`src/hw/rtl/drl_pkg.sv`:
```
// Shared types, constants and helper functions of the data run list decoder.
package drl_pkg;

  localparam int unsigned MaxFieldBytes = 8;
  localparam logic [63:0] AllOnes       = 64'hFFFF_FFFF_FFFF_FFFF;

  typedef enum logic [1:0] {
    StRun    = 2'd0,
    StSparse = 2'd1,
    StEnd    = 2'd2,
    StBad    = 2'd3
  } status_e;

  // One command from the byte parser to the run executor.
  typedef struct packed {
    status_e     kind;
    logic        restart;
    logic [63:0] start_vcn;
    logic [63:0] run_length;
    logic [63:0] offset;
  } cmd_t;

  // Sign-extends a little-endian field of nbytes bytes to 64 bits.
  function automatic logic [63:0] sign_extend(input logic [63:0] v, input logic [3:0] nbytes);
    logic [63:0] r;
    r = v;
    for (int k = 1; k < 8; k++) begin
      if (nbytes == 4'(k) && v[8*k-1]) begin
        r = v | (AllOnes << (8 * k));
      end
    end
    return r;
  endfunction

endpackage

```
`src/hw/rtl/data_run_list_decoder.sv`:
```
// Top level of the data run list decoder: parser, command queue and run executor.
//
// Usage: the mapping-pairs list of a nonresident attribute enters one byte per
// transaction on the slave stream. tuser marks the first header byte of a new
// list; that transaction also carries the attribute's lowest virtual cluster,
// which restarts the virtual cluster count and clears the logical cluster sum.
// Header, length and offset bytes are taken one per cycle, back to back, while the queue has room.
// Each completed run, each end-of-list header and each bad header gives one
// transaction on the master stream; tuser carries its status (run, sparse run,
// end of list, bad header) and tdata the start cluster, length and cluster.
// The command for a result is written into the queue when the byte that
// completes it is accepted, and moves into the output register, which drives
// tvalid on the master side, as soon as that register is free or being read.
// While the receiver does not stall, throughput is one byte per cycle, set
// by the byte parser loop and the two 64-bit adders of the run executor, each
// working once per cycle. When the receiver stalls, results wait in the output
// register and up to two commands fill the queue; tready on the slave side then
// drops until room is freed. Reset puts the parser in its idle state, in which
// bytes without the first-byte mark are dropped, and clears both cluster counts.
module data_run_list_decoder (
  input  logic          clk_i,
  input  logic          rst_ni,
  input  logic          s_axis_tvalid,
  output logic          s_axis_tready,
  // tdata: in_byte [7:0], start_vcn [71:8].
  input  logic [71:0]   s_axis_tdata,
  // tuser: begin_list [0].
  input  logic          s_axis_tuser,
  output logic          m_axis_tvalid,
  input  logic          m_axis_tready,
  // tdata: run_start_vcn [63:0], run_length [127:64], run_lcn [191:128].
  output logic [191:0]  m_axis_tdata,
  // tuser: status [1:0].
  output logic [1:0]    m_axis_tuser
);
  import drl_pkg::*;

  logic push, q_full, q_valid, pop;
  cmd_t cmd_in, cmd_out;

  // The parser turns the byte stream into one command per result.
  drl_front u_front (
    .clk_i        (clk_i),
    .rst_ni       (rst_ni),
    .in_valid_i   (s_axis_tvalid),
    .in_ready_o   (s_axis_tready),
    .in_byte_i    (s_axis_tdata[7:0]),
    .begin_list_i (s_axis_tuser),
    .start_vcn_i  (s_axis_tdata[71:8]),
    .q_full_i     (q_full),
    .push_o       (push),
    .cmd_o        (cmd_in)
  );

  // The queue lets the parser run on while the receiver stalls.
  drl_queue u_queue (
    .clk_i   (clk_i),
    .rst_ni  (rst_ni),
    .push_i  (push),
    .cmd_i   (cmd_in),
    .full_o  (q_full),
    .valid_o (q_valid),
    .pop_i   (pop),
    .cmd_o   (cmd_out)
  );

  // The executor applies the cluster sums in command order.
  drl_back u_back (
    .clk_i           (clk_i),
    .rst_ni          (rst_ni),
    .q_valid_i       (q_valid),
    .cmd_i           (cmd_out),
    .pop_o           (pop),
    .out_valid_o     (m_axis_tvalid),
    .out_ready_i     (m_axis_tready),
    .status_o        (m_axis_tuser),
    .run_start_vcn_o (m_axis_tdata[63:0]),
    .run_length_o    (m_axis_tdata[127:64]),
    .run_lcn_o       (m_axis_tdata[191:128])
  );

endmodule

```
`src/hw/rtl/drl_front.sv`:
```
// Byte parser: tracks header, length and offset fields and issues run, end-of-list and bad-header commands.
module drl_front (
  input  logic                clk_i,
  input  logic                rst_ni,
  input  logic                in_valid_i,
  output logic                in_ready_o,
  input  logic [7:0]          in_byte_i,
  input  logic                begin_list_i,
  input  logic [63:0]         start_vcn_i,
  input  logic                q_full_i,
  output logic                push_o,
  output drl_pkg::cmd_t       cmd_o
);
  import drl_pkg::*;

  typedef enum logic [3:0] {
    PhHeader = 4'b0001,
    PhLength = 4'b0010,
    PhOffset = 4'b0100,
    PhIdle   = 4'b1000
  } phase_e;

  phase_e      phase_q, phase_d, phase_eff;
  logic [3:0]  len_size_q, len_size_d;
  logic [3:0]  off_size_q, off_size_d;
  logic [2:0]  idx_q, idx_d;
  logic [63:0] acc_q, acc_d;
  logic [63:0] len_q, len_d;
  logic        pend_q, pend_d;
  logic [63:0] pend_vcn_q, pend_vcn_d;

  logic        accept;
  logic [3:0]  hdr_ls, hdr_os;
  logic [63:0] acc_new;
  logic [3:0]  cnt_next;

  assign in_ready_o = !q_full_i;
  assign accept     = in_valid_i && in_ready_o;
  assign phase_eff  = begin_list_i ? PhHeader : phase_q;
  assign hdr_ls     = in_byte_i[3:0];
  assign hdr_os     = in_byte_i[7:4];
  assign acc_new    = acc_q | ({56'd0, in_byte_i} << {idx_q, 3'b000});
  assign cnt_next   = {1'b0, idx_q} + 4'd1;

  always_comb begin
    phase_d    = phase_q;
    len_size_d = len_size_q;
    off_size_d = off_size_q;
    idx_d      = idx_q;
    acc_d      = acc_q;
    len_d      = len_q;
    pend_d     = pend_q;
    pend_vcn_d = pend_vcn_q;
    push_o     = 1'b0;
    cmd_o.kind       = StRun;
    cmd_o.restart    = begin_list_i || pend_q;
    cmd_o.start_vcn  = begin_list_i ? start_vcn_i : pend_vcn_q;
    cmd_o.run_length = len_q;
    cmd_o.offset     = 64'd0;

    if (accept) begin
      if (begin_list_i) begin
        pend_d     = 1'b1;
        pend_vcn_d = start_vcn_i;
      end
      unique case (phase_eff)
        PhHeader: begin
          if (in_byte_i == 8'd0) begin
            push_o     = 1'b1;
            cmd_o.kind = StEnd;
            phase_d    = PhIdle;
          end else if (32'(hdr_ls) > MaxFieldBytes || 32'(hdr_os) > MaxFieldBytes) begin
            push_o     = 1'b1;
            cmd_o.kind = StBad;
            phase_d    = PhIdle;
          end else begin
            len_size_d = hdr_ls;
            off_size_d = hdr_os;
            idx_d      = 3'd0;
            acc_d      = 64'd0;
            len_d      = 64'd0;
            phase_d    = (hdr_ls != 4'd0) ? PhLength : PhOffset;
          end
        end
        PhLength: begin
          acc_d = acc_new;
          idx_d = idx_q + 3'd1;
          if (cnt_next >= len_size_q) begin
            idx_d = 3'd0;
            acc_d = 64'd0;
            if (off_size_q == 4'd0) begin
              push_o           = 1'b1;
              cmd_o.kind       = StSparse;
              cmd_o.run_length = sign_extend(acc_new, len_size_q);
              phase_d          = PhHeader;
            end else begin
              len_d   = sign_extend(acc_new, len_size_q);
              phase_d = PhOffset;
            end
          end
        end
        PhOffset: begin
          acc_d = acc_new;
          idx_d = idx_q + 3'd1;
          if (cnt_next >= off_size_q) begin
            push_o       = 1'b1;
            cmd_o.kind   = StRun;
            cmd_o.offset = sign_extend(acc_new, off_size_q);
            idx_d        = 3'd0;
            phase_d      = PhHeader;
          end
        end
        PhIdle: begin
        end
        default: begin
          phase_d = PhIdle;
        end
      endcase
      if (push_o) begin
        pend_d = 1'b0;
      end
    end
  end

  always_ff @(posedge clk_i or negedge rst_ni) begin
    if (!rst_ni) begin
      phase_q    <= PhIdle;
      len_size_q <= 4'd0;
      off_size_q <= 4'd0;
      idx_q      <= 3'd0;
      acc_q      <= 64'd0;
      len_q      <= 64'd0;
      pend_q     <= 1'b0;
    end else begin
      phase_q    <= phase_d;
      len_size_q <= len_size_d;
      off_size_q <= off_size_d;
      idx_q      <= idx_d;
      acc_q      <= acc_d;
      len_q      <= len_d;
      pend_q     <= pend_d;
    end
  end

  always_ff @(posedge clk_i) begin
    pend_vcn_q <= pend_vcn_d;
  end

endmodule

```
`src/hw/rtl/drl_queue.sv`:
```
// Two-entry command queue between the byte parser and the run executor.
module drl_queue (
  input  logic          clk_i,
  input  logic          rst_ni,
  input  logic          push_i,
  input  drl_pkg::cmd_t cmd_i,
  output logic          full_o,
  output logic          valid_o,
  input  logic          pop_i,
  output drl_pkg::cmd_t cmd_o
);
  import drl_pkg::*;

  cmd_t       mem_q [2];
  logic       wr_ptr_q, rd_ptr_q;
  logic [1:0] count_q;

  assign full_o  = (count_q == 2'd2);
  assign valid_o = (count_q != 2'd0);
  assign cmd_o   = mem_q[rd_ptr_q];

  always_ff @(posedge clk_i) begin
    if (push_i) begin
      mem_q[wr_ptr_q] <= cmd_i;
    end
  end

  always_ff @(posedge clk_i or negedge rst_ni) begin
    if (!rst_ni) begin
      wr_ptr_q <= 1'b0;
      rd_ptr_q <= 1'b0;
      count_q  <= 2'd0;
    end else begin
      if (push_i) begin
        wr_ptr_q <= ~wr_ptr_q;
      end
      if (pop_i) begin
        rd_ptr_q <= ~rd_ptr_q;
      end
      if (push_i && !pop_i) begin
        count_q <= count_q + 2'd1;
      end else if (pop_i && !push_i) begin
        count_q <= count_q - 2'd1;
      end
    end
  end

endmodule

```
`src/hw/rtl/drl_back.sv`:
```
// Run executor: keeps the running cluster numbers and holds the output register.
module drl_back (
  input  logic          clk_i,
  input  logic          rst_ni,
  input  logic          q_valid_i,
  input  drl_pkg::cmd_t cmd_i,
  output logic          pop_o,
  output logic          out_valid_o,
  input  logic          out_ready_i,
  output logic [1:0]    status_o,
  output logic [63:0]   run_start_vcn_o,
  output logic [63:0]   run_length_o,
  output logic [63:0]   run_lcn_o
);
  import drl_pkg::*;

  logic        out_valid_q;
  logic [1:0]  status_q;
  logic [63:0] vcn_out_q, len_out_q, lcn_out_q;
  logic [63:0] lcn_q, lcn_d, vcn_q, vcn_d;
  logic [63:0] lcn_base, vcn_base, lcn_sum;
  status_e     st_d;
  logic [63:0] vcn_out_d, len_out_d, lcn_out_d;

  assign pop_o    = q_valid_i && (!out_valid_q || out_ready_i);
  assign lcn_base = cmd_i.restart ? 64'd0 : lcn_q;
  assign vcn_base = cmd_i.restart ? cmd_i.start_vcn : vcn_q;
  assign lcn_sum  = lcn_base + cmd_i.offset;

  always_comb begin
    st_d      = cmd_i.kind;
    lcn_d     = lcn_base;
    vcn_d     = vcn_base;
    vcn_out_d = 64'd0;
    len_out_d = 64'd0;
    lcn_out_d = 64'd0;
    case (cmd_i.kind)
      StRun: begin
        lcn_d     = lcn_sum;
        vcn_d     = vcn_base + cmd_i.run_length;
        vcn_out_d = vcn_base;
        len_out_d = cmd_i.run_length;
        lcn_out_d = lcn_sum;
      end
      StSparse: begin
        vcn_d     = vcn_base + cmd_i.run_length;
        vcn_out_d = vcn_base;
        len_out_d = cmd_i.run_length;
      end
      StEnd: begin
        vcn_out_d = vcn_base;
      end
      default: begin
      end
    endcase
  end

  always_ff @(posedge clk_i or negedge rst_ni) begin
    if (!rst_ni) begin
      out_valid_q <= 1'b0;
      lcn_q       <= 64'd0;
      vcn_q       <= 64'd0;
    end else begin
      if (pop_o) begin
        out_valid_q <= 1'b1;
        lcn_q       <= lcn_d;
        vcn_q       <= vcn_d;
      end else if (out_ready_i) begin
        out_valid_q <= 1'b0;
      end
    end
  end

  always_ff @(posedge clk_i) begin
    if (pop_o) begin
      status_q  <= st_d;
      vcn_out_q <= vcn_out_d;
      len_out_q <= len_out_d;
      lcn_out_q <= lcn_out_d;
    end
  end

  assign out_valid_o     = out_valid_q;
  assign status_o        = status_q;
  assign run_start_vcn_o = vcn_out_q;
  assign run_length_o    = len_out_q;
  assign run_lcn_o       = lcn_out_q;

endmodule

```
`config.mk`:
```
export PLATFORM = sky130hd
export DESIGN_NAME = data_run_list_decoder
export DESIGN_NICKNAME = d
export VERILOG_FILES = /design/src/hw/rtl/drl_pkg.sv /design/src/hw/rtl/data_run_list_decoder.sv /design/src/hw/rtl/drl_front.sv /design/src/hw/rtl/drl_queue.sv /design/src/hw/rtl/drl_back.sv
export SDC_FILE = /design/constraint.sdc
export NUM_CORES = 2
export LEC_CHECK = 0
export BUFFER_PORTS_ARGS = -buffer_cell sky130_fd_sc_hd__buf_4
export CORE_MARGIN = 10
export CORE_UTILIZATION = 61
export CTS_CLUSTER_SIZE = 10
export DETAILED_ROUTE_END_ITERATION = 8
export MAX_ROUTING_LAYER = met4
export PLACE_DENSITY_LB_ADDON = 0.05
export RECOVER_POWER = 25
export SLEW_MARGIN = 20
export SYNTH_ARGS = -nofsm -noshare
export SYNTH_HDL_FRONTEND = slang
export SYNTH_SLANG_ARGS = --single-unit
```
`constraint.sdc`:
```
create_clock -name clk_i -period 14.5 [get_ports clk_i]
set_input_delay 0.725 -clock clk_i [delete_from_list [all_inputs] [get_ports clk_i]]
set_output_delay 0.725 -clock clk_i [all_outputs]
set_load 0.02 [all_outputs]
```
==> summary.md <==
| Metric | Value |
|---|---|
| EDFF count, synth | 648 |
| Worst EP required | about 14000 ps |
| Final GP Congestion | between 0.9 and 1 |
| Crit path time final | between 7000 and 8000 ps |
| Nets | ~4.3k |
| 1st-pass router iterations | 6 |
| Post-place setup slack | about 7600 ps |
| Routed length per placed instance | 22.7 um |
| Cell Chain, Critical Path | clkbuf_1, clkbuf_1 |
| First-pass GRT wire length | around 180 mm |
| Final cycle utilization of the critical path | 53.8% |
| CP max-delay cell | clkbuf_1 |
| Vias per cell | 6.14 |
| Vias in the first global route | around 31k |
| Setup CP Type | in2async |
| Clk slew on worst S/H paths | 60 ps |
| Final WL | 116 mm |
| P_leak | around 21 nW |
| Post-DP HPWL | 81.7 mm |
| IO Port Bufs | approximately 270 |
| Worst hold stages | 3 |
| Num CTS Buffers | 104 |
| Hold-fix buffers at CTS | 0 |
| WHS | 389 ps |
| Post-Syn Area | 0.0448 sq mm |
| IO Pins | between 200 and 300 |
| Clk_lat worst skew | 670 ps |
| Worst rel slew slack | -281% |
| Synthesized instance count | 3892 |
| Syn nets | between 4k and 5k |
| Worst reg-to-reg path cell count | 18 |
| Pwr dens | approximately 220 mW/mm^2 |
| Post CTS Setup Buffer Count | 0 |
| Fmax | 128 MHz |
| Die area | 0.0847 sq mm |
| Worst setup EP type | asynchronous set/reset pin |
| Fillers | 5444 |
| # resized after CTS | 0 |
| Via Count | between 30k and 40k |
| Htree depth | 3 |
| CTS tree | yes |
| Sequential fraction of the synthesis area | 58.9% |
| Longest Clk Path Bufs | 3 |
| Initial core utilization | 61.5% |
| Antenna Nets Post-Route | 0 |
| Final setup viols | 0 |
| Chip width | 291 um |
| Max-cap violations | 5 |
| Top delay family on crit path | buffers and inverters |
| Ys flop type | edfxtp_1 |
| Hold/Removal Path Class | in2reg |
| Most frequent cells in the layout | 648 x edfxtp_1, 407 x a21oi_1, 401 x nor2_1 |
| Final WS setup | around 6700 ps |
| Synth top area share | 43.4% |
| Area contributors post-synth | edfxtp_1 43%, dfrtp_1 15%, mux2_2 4.9%, a21oi_1 4.5%, ha_1 3.8% |
| Async SR Flop Fraction | between 20% and 30% |
| Top routing layer used | met4 |
| CTS root buffer | clkbuf_16 |
| Post-route DRC | 0 |
| Fraction of layout cells with a size suffix above 1 | between 10% and 20% |
| Core Box Area | 0.0728 sq mm |
| Largest net degree at the start of global routing | 102 |
| Yosys top cell by area | edfxtp_1 |
| M1 wire length | 47.8 mm |
| Max Slew Vio Count | 344 |
| Peak VDD IR | 292 uV |
| RSZ-0062 raised after global routing | false |
| Row Count | between 90 and 100 |
| Met2 WL | 58.9 mm |
| #FFs+latches synth | roughly 930 |
| Clk sinks | 925 |
| Gr usage total | between 20% and 30% |
| CP Depth | 2 |
| Status | complete, but fails checks |
| DRT iter0 DRCs | 2768 |
| Synth cell types | 82 |
| Sum Neg Setup Slack | 0 ps |
| Least-Margin Pin Slew | 5710 ps |
| Synthesis-to-layout area growth | 12.6% |
| Worst setup SP type | input pin |
| Violated checks | max-capacitance violations, max-slew violations |
| Global route total overflow | 0 |
| WL met3 | 6.74 mm |
| Critical path buffers and inverters | 2 |
| Slowest cell delay on critical path | 3910 ps |
| Synth warn | 0 |
| Final Skew | slightly below 30 ps |
| Hold Vio Cnt, Final | 0 |
| WP data arrival | 7710 ps |
| Worst path most repeated cell | clkbuf_1 |
| Commonest non-fill, non-tap cell in the layout | edfxtp_1 |
| Initial antenna violation count | 8 |
| Die Ht | 291 um |
| Post-synthesis average cell area | ~12 sq um |
| Peak fanout along the critical path | 95 |
-- final timing paths --
kind | slack, ps | from | to
setup / recovery | 6700 | rst_ni | u_front.off_size_q[0]
hold / removal | 390 | m_axis_tready | u_back.out_valid_o
setup reg to reg | 7570 | u_queue.rd_ptr_q | u_back.vcn_q[57]
hold reg to reg | 470 | u_back.lcn_q[43] | u_back.lcn_q[43]
max in group clk_i | 7570 | u_queue.rd_ptr_q | u_back.vcn_q[57]
min in group asynchronous | 2140 | rst_ni | u_back.lcn_q[7]
-- flip-flops by register name, indices dropped and copies added (netlist names) --
signal / cells
u_back.lcn_q: 64
u_back.out_valid_o: 1
u_back.run_lcn_o: 64
u_back.run_length_o: 64
u_back.run_start_vcn_o: 64
u_back.status_o: 2
u_back.vcn_q: 64
u_front.acc_q: 64
u_front.idx_q: 3
u_front.len_q: 64
u_front.len_size_q: 4
u_front.off_size_q: 4
u_front.pend_q: 1
u_front.pend_vcn_q: 64
u_front.phase_q: 4
u_queue.count_q: 2
u_queue.mem_q: 390
u_queue.rd_ptr_q: 1
u_queue.wr_ptr_q: 1
-- cells in the mapped netlist (all sizes together), types with 84 or more instances --
library cell	count
edfxtp	648
a21oi	407
nor2	405
dfrtp	276
nand2	273
clkbuf	210
mux2	193
o21ai	188
and2	162
ha	136
a21o	122
inv	92
a31oi	85
a22o	84
-- report_power, final --
part           internal, mW  switching [mW]  total [mW]
logic                  1.76            3.08        4.84
clock network          1.38            1.03        2.42
registers              3.56           0.265        3.82
-- worst min-delay path: cells and delay by family --
kind | cells | cell delay, ps
and+or+nand+nor | 2 | 210
buffers and inverters | 1 | 70
-- routing by layer --
metal | vias up | global-route usage, %
li1 | 14600 | -
met1 | 15600 | 34.7
met2 | 1035 | 45.8
met3 | 198 | 3.68
met4 | 0 | 8.07
met5 | - | -
-- area by class of cell --
type                            count  area (sq um)  area share, %
Timing Repair Buffer              312          2170           4.31
Inverter                           92           353          0.699
Sequential cell                   925         26400           52.3
Multi-Input combinational cell   2636         17200           34.2
Clock buffer                      190          3000           5.94
Tap cell                          959          1200           2.38
Antenna cell                        3          7.51         0.0149
Clock inverter                      7          93.8          0.186
-- per-stage QoR --
stage | cells | util (%) | power (mW) | instance area [sq um]
CTS | 5121 | 69.5 | 11.2 | 50600
floorplan | 3892 | - | 7.23 | 44800
finish | 5124 | 69.3 | 11.1 | 50400
global route | 5124 | 69.3 | 11.7 | 50400
global placement | 4924 | 65.2 | 8.68 | 47500
detailed placement | 4924 | 65.2 | 8.72 | 47500
-- kinds of logic after synthesis --
group	Yosys count	share of synthesized area (%)
AO/OA/AOI/OAI	1064	14.9
XOR/XNOR	121	2.37
adder cells (fa/ha/maj)	138	3.89
buffers and inverters	331	2.82
flip-flops	925	58.9
multiplexers	265	6.46
AND/OR/NAND/NOR	1048	10.7
(Power assumes the default switching activity.)
